`src/rtl/mie_pkg.sv`:
```
// ----------------------------------------------------------------------------
// mie_pkg
// Word types, operation codes and flag positions for the instruction execute
// block.
// ----------------------------------------------------------------------------
package mie_pkg;

    localparam int PC_W   = 13;
    localparam int KIND_W = 6;
    localparam int INS_W  = 14;

    localparam logic [KIND_W-1:0] K_ADDWF  = 6'd0;
    localparam logic [KIND_W-1:0] K_ANDWF  = 6'd1;
    localparam logic [KIND_W-1:0] K_CLRF   = 6'd2;
    localparam logic [KIND_W-1:0] K_CLRW   = 6'd3;
    localparam logic [KIND_W-1:0] K_COMF   = 6'd4;
    localparam logic [KIND_W-1:0] K_DECF   = 6'd5;
    localparam logic [KIND_W-1:0] K_DECFSZ = 6'd6;
    localparam logic [KIND_W-1:0] K_INCF   = 6'd7;
    localparam logic [KIND_W-1:0] K_INCFSZ = 6'd8;
    localparam logic [KIND_W-1:0] K_IORWF  = 6'd9;
    localparam logic [KIND_W-1:0] K_MOVF   = 6'd10;
    localparam logic [KIND_W-1:0] K_MOVWF  = 6'd11;
    localparam logic [KIND_W-1:0] K_NOP    = 6'd12;
    localparam logic [KIND_W-1:0] K_RLF    = 6'd13;
    localparam logic [KIND_W-1:0] K_RRF    = 6'd14;
    localparam logic [KIND_W-1:0] K_SUBWF  = 6'd15;
    localparam logic [KIND_W-1:0] K_SWAPF  = 6'd16;
    localparam logic [KIND_W-1:0] K_XORWF  = 6'd17;
    localparam logic [KIND_W-1:0] K_BCF    = 6'd18;
    localparam logic [KIND_W-1:0] K_BSF    = 6'd19;
    localparam logic [KIND_W-1:0] K_BTFSC  = 6'd20;
    localparam logic [KIND_W-1:0] K_BTFSS  = 6'd21;
    localparam logic [KIND_W-1:0] K_ADDLW  = 6'd22;
    localparam logic [KIND_W-1:0] K_ANDLW  = 6'd23;
    localparam logic [KIND_W-1:0] K_CALL   = 6'd24;
    localparam logic [KIND_W-1:0] K_CLRWDT = 6'd25;
    localparam logic [KIND_W-1:0] K_GOTO   = 6'd26;
    localparam logic [KIND_W-1:0] K_IORLW  = 6'd27;
    localparam logic [KIND_W-1:0] K_MOVLW  = 6'd28;
    localparam logic [KIND_W-1:0] K_RETFIE = 6'd29;
    localparam logic [KIND_W-1:0] K_RETLW  = 6'd30;
    localparam logic [KIND_W-1:0] K_RETURN = 6'd31;
    localparam logic [KIND_W-1:0] K_SLEEP  = 6'd32;
    localparam logic [KIND_W-1:0] K_SUBLW  = 6'd33;
    localparam logic [KIND_W-1:0] K_XORLW  = 6'd34;

    localparam logic [2:0] FLAG_NONE = 3'b000;
    localparam logic [2:0] FLAG_C    = 3'b001;
    localparam logic [2:0] FLAG_Z    = 3'b100;
    localparam logic [2:0] FLAG_ALL  = 3'b111;

    localparam logic [1:0] CYC_ONE = 2'd1;
    localparam logic [1:0] CYC_TWO = 2'd2;

    typedef struct packed {
        logic [KIND_W-1:0] kind;
        logic [INS_W-1:0]  instruction;
        logic [7:0]        file_value;
        logic              carry_in;
        logic [7:0]        pclath_value;
    } in_word_t;

    typedef struct packed {
        logic            file_write_enable;
        logic [6:0]      file_address;
        logic [7:0]      file_write_value;
        logic [7:0]      w_value;
        logic [PC_W-1:0] next_pc;
        logic            carry_out;
        logic            digit_carry_out;
        logic            zero_out;
        logic [2:0]      flag_mask;
        logic [1:0]      cycle_count;
        logic            set_gie;
    } out_word_t;

endpackage

```
`src/rtl/mcu_instruction_execute.sv`:
```
// ----------------------------------------------------------------------------
// mcu_instruction_execute
// Executes one decoded mid-range instruction per word. Holds W, the program
// counter and a circular return stack of STACK_DEPTH entries. A word passes
// an input register, one pass of byte logic and a result register. One word
// per cycle is sustained while the receiver takes result words. W, PC and
// the stack are updated as the result register loads, so the next word
// sees them. The input register takes one more word while a finished word
// waits downstream, so up to one word sits in each register before the
// input stalls.
// ----------------------------------------------------------------------------
module mcu_instruction_execute
    import mie_pkg::*;
#(
    parameter int STACK_DEPTH = 8
) (
    input  logic      aclk,
    input  logic      aresetn,
    input  logic      s_valid,
    output logic      s_ready,
    input  in_word_t  s_data,
    output logic      m_valid,
    input  logic      m_ready,
    output out_word_t m_data
);

    localparam int SP_W = (STACK_DEPTH > 1) ? $clog2(STACK_DEPTH) : 1;
    localparam logic [SP_W-1:0] SP_LAST = SP_W'(STACK_DEPTH - 1);

    logic                in_valid_reg;
    in_word_t            in_data_reg;
    logic                m_valid_reg;
    out_word_t           m_data_reg;
    logic [7:0]          w_reg;
    logic [PC_W-1:0]     pc_reg;
    logic [PC_W-1:0]     stack_reg [STACK_DEPTH];
    logic [SP_W-1:0]     sp_reg;

    logic                advance;
    logic [SP_W-1:0]     sp_inc;
    logic [SP_W-1:0]     sp_dec;
    logic [PC_W-1:0]     pc_inc;
    logic [PC_W-1:0]     pc_inc2;
    logic [PC_W-1:0]     target;
    logic [PC_W-1:0]     pop_data;
    logic [7:0]          f;
    logic [7:0]          lit;
    logic [2:0]          bitn;
    logic [7:0]          bit_sel;
    logic [8:0]          add_f;
    logic [8:0]          add_l;
    logic [4:0]          add_f_lo;
    logic [4:0]          add_l_lo;

    logic [7:0]          res;
    logic                has_res;
    logic                force_file;
    logic                c_flag;
    logic                dc_flag;
    logic [2:0]          mask;
    logic [7:0]          w_next;
    logic [PC_W-1:0]     pc_next;
    logic [1:0]          cycles;
    logic                gie;
    logic                skip;
    logic                push;
    logic                pop;
    logic                fwe;
    logic [7:0]          fval;
    out_word_t           m_data_next;

    assign advance = in_valid_reg && (!m_valid_reg || m_ready);
    assign s_ready = !in_valid_reg || advance;
    assign m_valid = m_valid_reg;
    assign m_data  = m_data_reg;

    assign sp_inc   = (sp_reg == SP_LAST) ? '0 : sp_reg + 1'b1;
    assign sp_dec   = (sp_reg == '0) ? SP_LAST : sp_reg - 1'b1;
    assign pop_data = stack_reg[sp_dec];

    assign f        = in_data_reg.file_value;
    assign lit      = in_data_reg.instruction[7:0];
    assign bitn     = in_data_reg.instruction[9:7];
    assign bit_sel  = 8'b1 << bitn;
    assign pc_inc   = pc_reg + 1'b1;
    assign pc_inc2  = pc_reg + 2'd2;
    assign target   = {in_data_reg.pclath_value[4:3], in_data_reg.instruction[10:0]};
    assign add_f    = {1'b0, f} + {1'b0, w_reg};
    assign add_l    = {1'b0, lit} + {1'b0, w_reg};
    assign add_f_lo = {1'b0, f[3:0]} + {1'b0, w_reg[3:0]};
    assign add_l_lo = {1'b0, lit[3:0]} + {1'b0, w_reg[3:0]};

    always_comb begin
        res        = 8'h00;
        has_res    = 1'b0;
        force_file = 1'b0;
        c_flag     = 1'b0;
        dc_flag    = 1'b0;
        mask       = FLAG_NONE;
        w_next     = w_reg;
        pc_next    = pc_inc;
        cycles     = CYC_ONE;
        gie        = 1'b0;
        skip       = 1'b0;
        push       = 1'b0;
        pop        = 1'b0;

        unique case (in_data_reg.kind)
            K_ADDWF: begin
                res = add_f[7:0]; c_flag = add_f[8]; dc_flag = add_f_lo[4];
                mask = FLAG_ALL; has_res = 1'b1;
            end
            K_ANDWF: begin res = f & w_reg; mask = FLAG_Z; has_res = 1'b1; end
            K_CLRF:  begin res = 8'h00; mask = FLAG_Z; force_file = 1'b1; end
            K_CLRW:  begin w_next = 8'h00; res = 8'h00; mask = FLAG_Z; end
            K_COMF:  begin res = ~f; mask = FLAG_Z; has_res = 1'b1; end
            K_DECF:  begin res = f - 1'b1; mask = FLAG_Z; has_res = 1'b1; end
            K_DECFSZ: begin
                res = f - 1'b1; has_res = 1'b1; skip = (f == 8'h01);
            end
            K_INCF:  begin res = f + 1'b1; mask = FLAG_Z; has_res = 1'b1; end
            K_INCFSZ: begin
                res = f + 1'b1; has_res = 1'b1; skip = (f == 8'hff);
            end
            K_IORWF: begin res = f | w_reg; mask = FLAG_Z; has_res = 1'b1; end
            K_MOVF:  begin res = f; mask = FLAG_Z; has_res = 1'b1; end
            K_MOVWF: begin res = w_reg; force_file = 1'b1; end
            K_RLF: begin
                res = {f[6:0], in_data_reg.carry_in}; c_flag = f[7];
                mask = FLAG_C; has_res = 1'b1;
            end
            K_RRF: begin
                res = {in_data_reg.carry_in, f[7:1]}; c_flag = f[0];
                mask = FLAG_C; has_res = 1'b1;
            end
            K_SUBWF: begin
                res = f - w_reg; c_flag = (f >= w_reg);
                dc_flag = (f[3:0] >= w_reg[3:0]); mask = FLAG_ALL; has_res = 1'b1;
            end
            K_SWAPF: begin res = {f[3:0], f[7:4]}; has_res = 1'b1; end
            K_XORWF: begin res = f ^ w_reg; mask = FLAG_Z; has_res = 1'b1; end
            K_BCF:   begin res = f & ~bit_sel; force_file = 1'b1; end
            K_BSF:   begin res = f | bit_sel; force_file = 1'b1; end
            K_BTFSC: skip = ((f & bit_sel) == 8'h00);
            K_BTFSS: skip = ((f & bit_sel) != 8'h00);
            K_ADDLW: begin
                res = add_l[7:0]; c_flag = add_l[8]; dc_flag = add_l_lo[4];
                mask = FLAG_ALL; w_next = add_l[7:0];
            end
            K_ANDLW: begin res = lit & w_reg; mask = FLAG_Z; w_next = lit & w_reg; end
            K_CALL:  begin push = 1'b1; pc_next = target; cycles = CYC_TWO; end
            K_GOTO:  begin pc_next = target; cycles = CYC_TWO; end
            K_IORLW: begin res = lit | w_reg; mask = FLAG_Z; w_next = lit | w_reg; end
            K_MOVLW: w_next = lit;
            K_RETFIE: begin pop = 1'b1; pc_next = pop_data; cycles = CYC_TWO; gie = 1'b1; end
            K_RETLW: begin
                w_next = lit; pop = 1'b1; pc_next = pop_data; cycles = CYC_TWO;
            end
            K_RETURN: begin pop = 1'b1; pc_next = pop_data; cycles = CYC_TWO; end
            K_SUBLW: begin
                res = lit - w_reg; c_flag = (lit >= w_reg);
                dc_flag = (lit[3:0] >= w_reg[3:0]); mask = FLAG_ALL;
                w_next = lit - w_reg;
            end
            K_XORLW: begin res = lit ^ w_reg; mask = FLAG_Z; w_next = lit ^ w_reg; end
            default: begin end
        endcase

        fwe  = force_file || (has_res && in_data_reg.instruction[7]);
        fval = fwe ? res : 8'h00;
        if (has_res && !fwe) begin
            w_next = res;
        end
        if (skip) begin
            pc_next = pc_inc2;
            cycles  = CYC_TWO;
        end

        m_data_next.file_write_enable = fwe;
        m_data_next.file_address      = in_data_reg.instruction[6:0];
        m_data_next.file_write_value  = fval;
        m_data_next.w_value           = w_next;
        m_data_next.next_pc           = pc_next;
        m_data_next.carry_out         = mask[0] & c_flag;
        m_data_next.digit_carry_out   = mask[1] & dc_flag;
        m_data_next.zero_out          = mask[2] & (res == 8'h00);
        m_data_next.flag_mask         = mask;
        m_data_next.cycle_count       = cycles;
        m_data_next.set_gie           = gie;
    end

    always_ff @(posedge aclk) begin
        if (!aresetn) begin
            in_valid_reg <= 1'b0;
        end else if (s_valid && s_ready) begin
            in_valid_reg <= 1'b1;
        end else if (advance) begin
            in_valid_reg <= 1'b0;
        end
    end

    always_ff @(posedge aclk) begin
        if (s_valid && s_ready) begin
            in_data_reg <= s_data;
        end
    end

    always_ff @(posedge aclk) begin
        if (!aresetn) begin
            m_valid_reg <= 1'b0;
        end else if (advance) begin
            m_valid_reg <= 1'b1;
        end else if (m_ready) begin
            m_valid_reg <= 1'b0;
        end
    end

    always_ff @(posedge aclk) begin
        if (advance) begin
            m_data_reg <= m_data_next;
        end
    end

    always_ff @(posedge aclk) begin
        if (!aresetn) begin
            w_reg  <= 8'h00;
            pc_reg <= '0;
            sp_reg <= '0;
            for (int i = 0; i < STACK_DEPTH; i++) begin
                stack_reg[i] <= '0;
            end
        end else if (advance) begin
            w_reg  <= w_next;
            pc_reg <= pc_next;
            if (push) begin
                stack_reg[sp_reg] <= pc_inc;
                sp_reg            <= sp_inc;
            end else if (pop) begin
                sp_reg <= sp_dec;
            end
        end
    end

endmodule

```
`config.mk`:
```
export PLATFORM = sky130hd
export DESIGN_NAME = mcu_instruction_execute
export DESIGN_NICKNAME = d
export VERILOG_FILES = /design/src/rtl/mie_pkg.sv /design/src/rtl/mcu_instruction_execute.sv
export SDC_FILE = /design/constraint.sdc
export NUM_CORES = 1
export LEC_CHECK = 0
export CORE_UTILIZATION = 60
export DETAILED_ROUTE_END_ITERATION = 10
export DONT_BUFFER_PORTS = 1
export GPL_ROUTABILITY_DRIVEN = 0
export PLACE_DENSITY = 0.77
export SETUP_SLACK_MARGIN = 0.5
export SYNTH_ARGS = -nofsm -noshare
export SYNTH_HDL_FRONTEND = slang
export SYNTH_SLANG_ARGS = --single-unit
export TNS_END_PERCENT = 1
```
`constraint.sdc`:
```
create_clock -name aclk -period 4.15 [get_ports aclk]
set_clock_uncertainty 0.1 [all_clocks]
set_input_delay 0.83 -clock aclk [delete_from_list [all_inputs] [get_ports aclk]]
set_output_delay 0.83 -clock aclk [all_outputs]
set_load 0.02 [all_outputs]
```
==> flow_summary_export.csv <==
group,metric,value,unit
timing,hold_viol_final,0,
finish,layout.nets,1276,
detailed_routing,drtIter0Drc,1289,
worst_setup_path,critical_path_class,"reg2reg",
global_route,antenna_found_initial,0,
global_route,grt_max_degree,69,
clock_network,clkLatencyLatePin,0.53,ns
finish,diodes,0,
worst_setup_path,end_kind,"flop",
global_route,gr-total-overflow,0,
worst_setup_path,worst_path_largest_cell_delay,0.69,ns
timing,holdWs,0.294,ns
detailed_routing,vias_per_cell,6.90,
clock_network,cts_tree,"built",
finish,largest_register_ffs,104,
finish,instances_no_fill,1463,
yosys,async_reset_ff_frac,0,
yosys,ys_ff_latch,204,
yosys,yosysMostFrequentCell,"edfxtp_1",
yosys,synthTopCellsByArea,"edfxtp_1 43%, ha_1 5.4%, nor2_1 5.0%",
finish,design_area,0.0136,sq mm
yosys,synth_nets,1285,
placement,dp_hpwl,24100,um
floorplan,die_area,0.0213,sq mm
worst_setup_path,arrival,3.70,ns
worst_setup_path,cp.required,4.29,ns
power,power,4990,uW
floorplan,core,0.0203,sq mm
clock_network,cts_hold_repair.buffers,0,
global_route,grt_pass1_wl,52900,um
detailed_routing,wl_per_cell,23.4,um
detailed_routing,top_layer_used,"met4",
yosys,synthFlopType,"edfxtp_1",
worst_setup_path,cp_max_fo,16,
detailed_routing,wl,34200,um
floorplan,rows,52,
floorplan,fp.dieW,146,um
timing,rsz0062_at_grt,"yes",
timing,period_share,0.857,
worst_setup_path,start_kind,"flop",
yosys,synth.distinct_cells,86,
timing,fin_tns_setup,0,ns
global_route,grt_util_all_layers,0.319,
floorplan,die_y,146,um
detailed_routing,dr_total_vias,10100,
yosys,syn_area,0.0124,sq mm
detailed_routing,drc_errors,0,
clock_network,htree_levels,1,
worst_setup_path,cp_cell_sequence,"nor2_1 > buf_4 > and3_1 > a221o_1 > or4_1 > a311oi_2 > nand2_1 > o21ai_1 > a2bb2oi_1",
clock_network,ctsResizeCount,0,
timing,drv_slew,0,
clock_network,cts.sinks,204,
global_route,grt_pass1_vias,9394,
detailed_routing,routed-wl-met2,14600,um
detailed_routing,dr.pass1.iters,6,
detailed_routing,wl_met1,13800,um
placement,post-place-cells,1421,
placement,portBuffers,0,
yosys,synth_top_area_frac,0.430,
floorplan,io_pins,89,
yosys,syn_inst,1186,
timing,fmax,0.281,GHz
status,status,"finished clean",
min_path,hp-class,"in2reg",
clock_network,path_clk_slew,0.07,ns
timing,relSlewSlack,0.303,
yosys,syn_area_per_cell,10.5,sq um
clock_network,cts-root-buf,"clkbuf_16",
placement,placed_cell_area,0.0128,sq mm
timing,worst_pin_slew,1.04,ns
run,maxCapViolCount,0,
finish,drive_above_1_share,0.129,
yosys,yosys-top-cells-count,"178 x edfxtp_1, 166 x nor2_1, 102 x nand2_1",
yosys,synth_area_leader_cell,"edfxtp_1",
power,p_leak,0.00482,uW
yosys,synth-seq-area-share,0.472,
clock_network,clockBufferDepth,3,
timing,period_minus_slack,3.56,ns
worst_setup_path,cpMaxStageDelayCell,"edfxtp_1",
yosys,synth_edf_count,178,
power,ir_worst_vdd,0.000292,V
power,power.density,368,mW/mm^2
clock_network,cts_setup_buffers,0,
detailed_routing,drtAntennaViolNets,0,
timing,setup_viol,0,
yosys,yosysWarnings,0,
floorplan,initial_core_util,0.613,
clock_network,cts-buffers-inserted,22,
detailed_routing,wl_met3,4660,um
finish,area_growth,9.04,%
## per-layer routing
layer | global-route usage | up-vias
li1 | - | 4438
met1 | 0.457 | 4814
met2 | 0.469 | 722
met3 | 0.0944 | 119
met4 | 0.102 | 0
met5 | 0 | -
## stage by stage
step,util,setup slack [ns]
global route,0.668,0.439
floorplan,-,0.583
finish,0.668,0.593
CTS,0.667,0.626
detailed placement,0.631,0.642
global placement,0.631,0.699
## worst paths after layout
| check | start | end | slack (ns) | cells past startpoint |
|---|---|---|---|---|
| worst max-delay path | in_data_reg[32] | m_data[29] | 0.59 | 9 |
| worst min-delay path | s_data[3] | in_data_reg[3] | 0.29 | 0 |
| worst max register to register | in_data_reg[32] | m_data[29] | 0.59 | 9 |
| worst min register to register | pc_reg[2] | pc_reg[2] | 0.43 | 2 |
## cells by family after synthesis
kind of cell / after synthesis / synth area share
AOI/OAI and AO/OA: 259 / 0.153
xor gates and xnor gates: 32 / 0.0225
adders and majority gates: 58 / 0.0608
buffers and inverters: 128 / 0.0415
DFF: 204 / 0.472
muxes: 59 / 0.0750
and+or+nand+nor: 446 / 0.175
## cell usage in the layout, fill, tap and decap left out, drive strengths merged, types with 7 or more instances in the layout
| cell type | n |
|---|---|
| xnor2 | 19 |
| nor3 | 33 |
| edfxtp | 178 |
| a31oi | 9 |
| nor2b | 21 |
| mux2 | 14 |
| dfxtp | 26 |
| mux2i | 19 |
| nor2 | 167 |
| mux4 | 26 |
| a211oi | 9 |
| a21oi | 45 |
| nand3 | 26 |
| nand4 | 10 |
| o211ai | 7 |
| ha | 54 |
| o21ai | 40 |
| xor2 | 13 |
| inv | 47 |
| nand2b | 15 |
| o31ai | 7 |
| a221oi | 12 |
| a21o | 10 |
| clkbuf | 24 |
| buf | 47 |
| and2 | 13 |
| and3 | 7 |
| clkinv | 11 |
| o221ai | 19 |
| nand2 | 102 |
| o2bb2ai | 22 |
| o2111ai | 8 |
| nor4b | 8 |
## report_power, final
part           total [uW]  internal, uW  leakage [uW]  switching [uW]
sequential           2420          2320       0.00200             101
combinational         570           203       0.00246             366
clock                2000          1170      0.000362             835
## critical path: cells and delay by family (launching register included)
family | cells | cell delay [ns]
buffers and inverters | 1 | 0.23
and+or+nand+nor | 4 | 1.16
AOI/OAI and AO/OA | 4 | 1.09
DFF | 1 | 0.69
## layout make-up
type / count / area [sq um]
Fill cell: 1526 / 6740
Sequential cell: 204 / 5870
Inverter: 47 / 176
Multi-Input combinational cell: 854 / 6080
Timing Repair Buffer: 48 / 360
Tap cell: 270 / 338
Clock buffer: 23 / 554
Clock inverter: 17 / 186
Note: power is estimated with default switching activity, not from simulation.
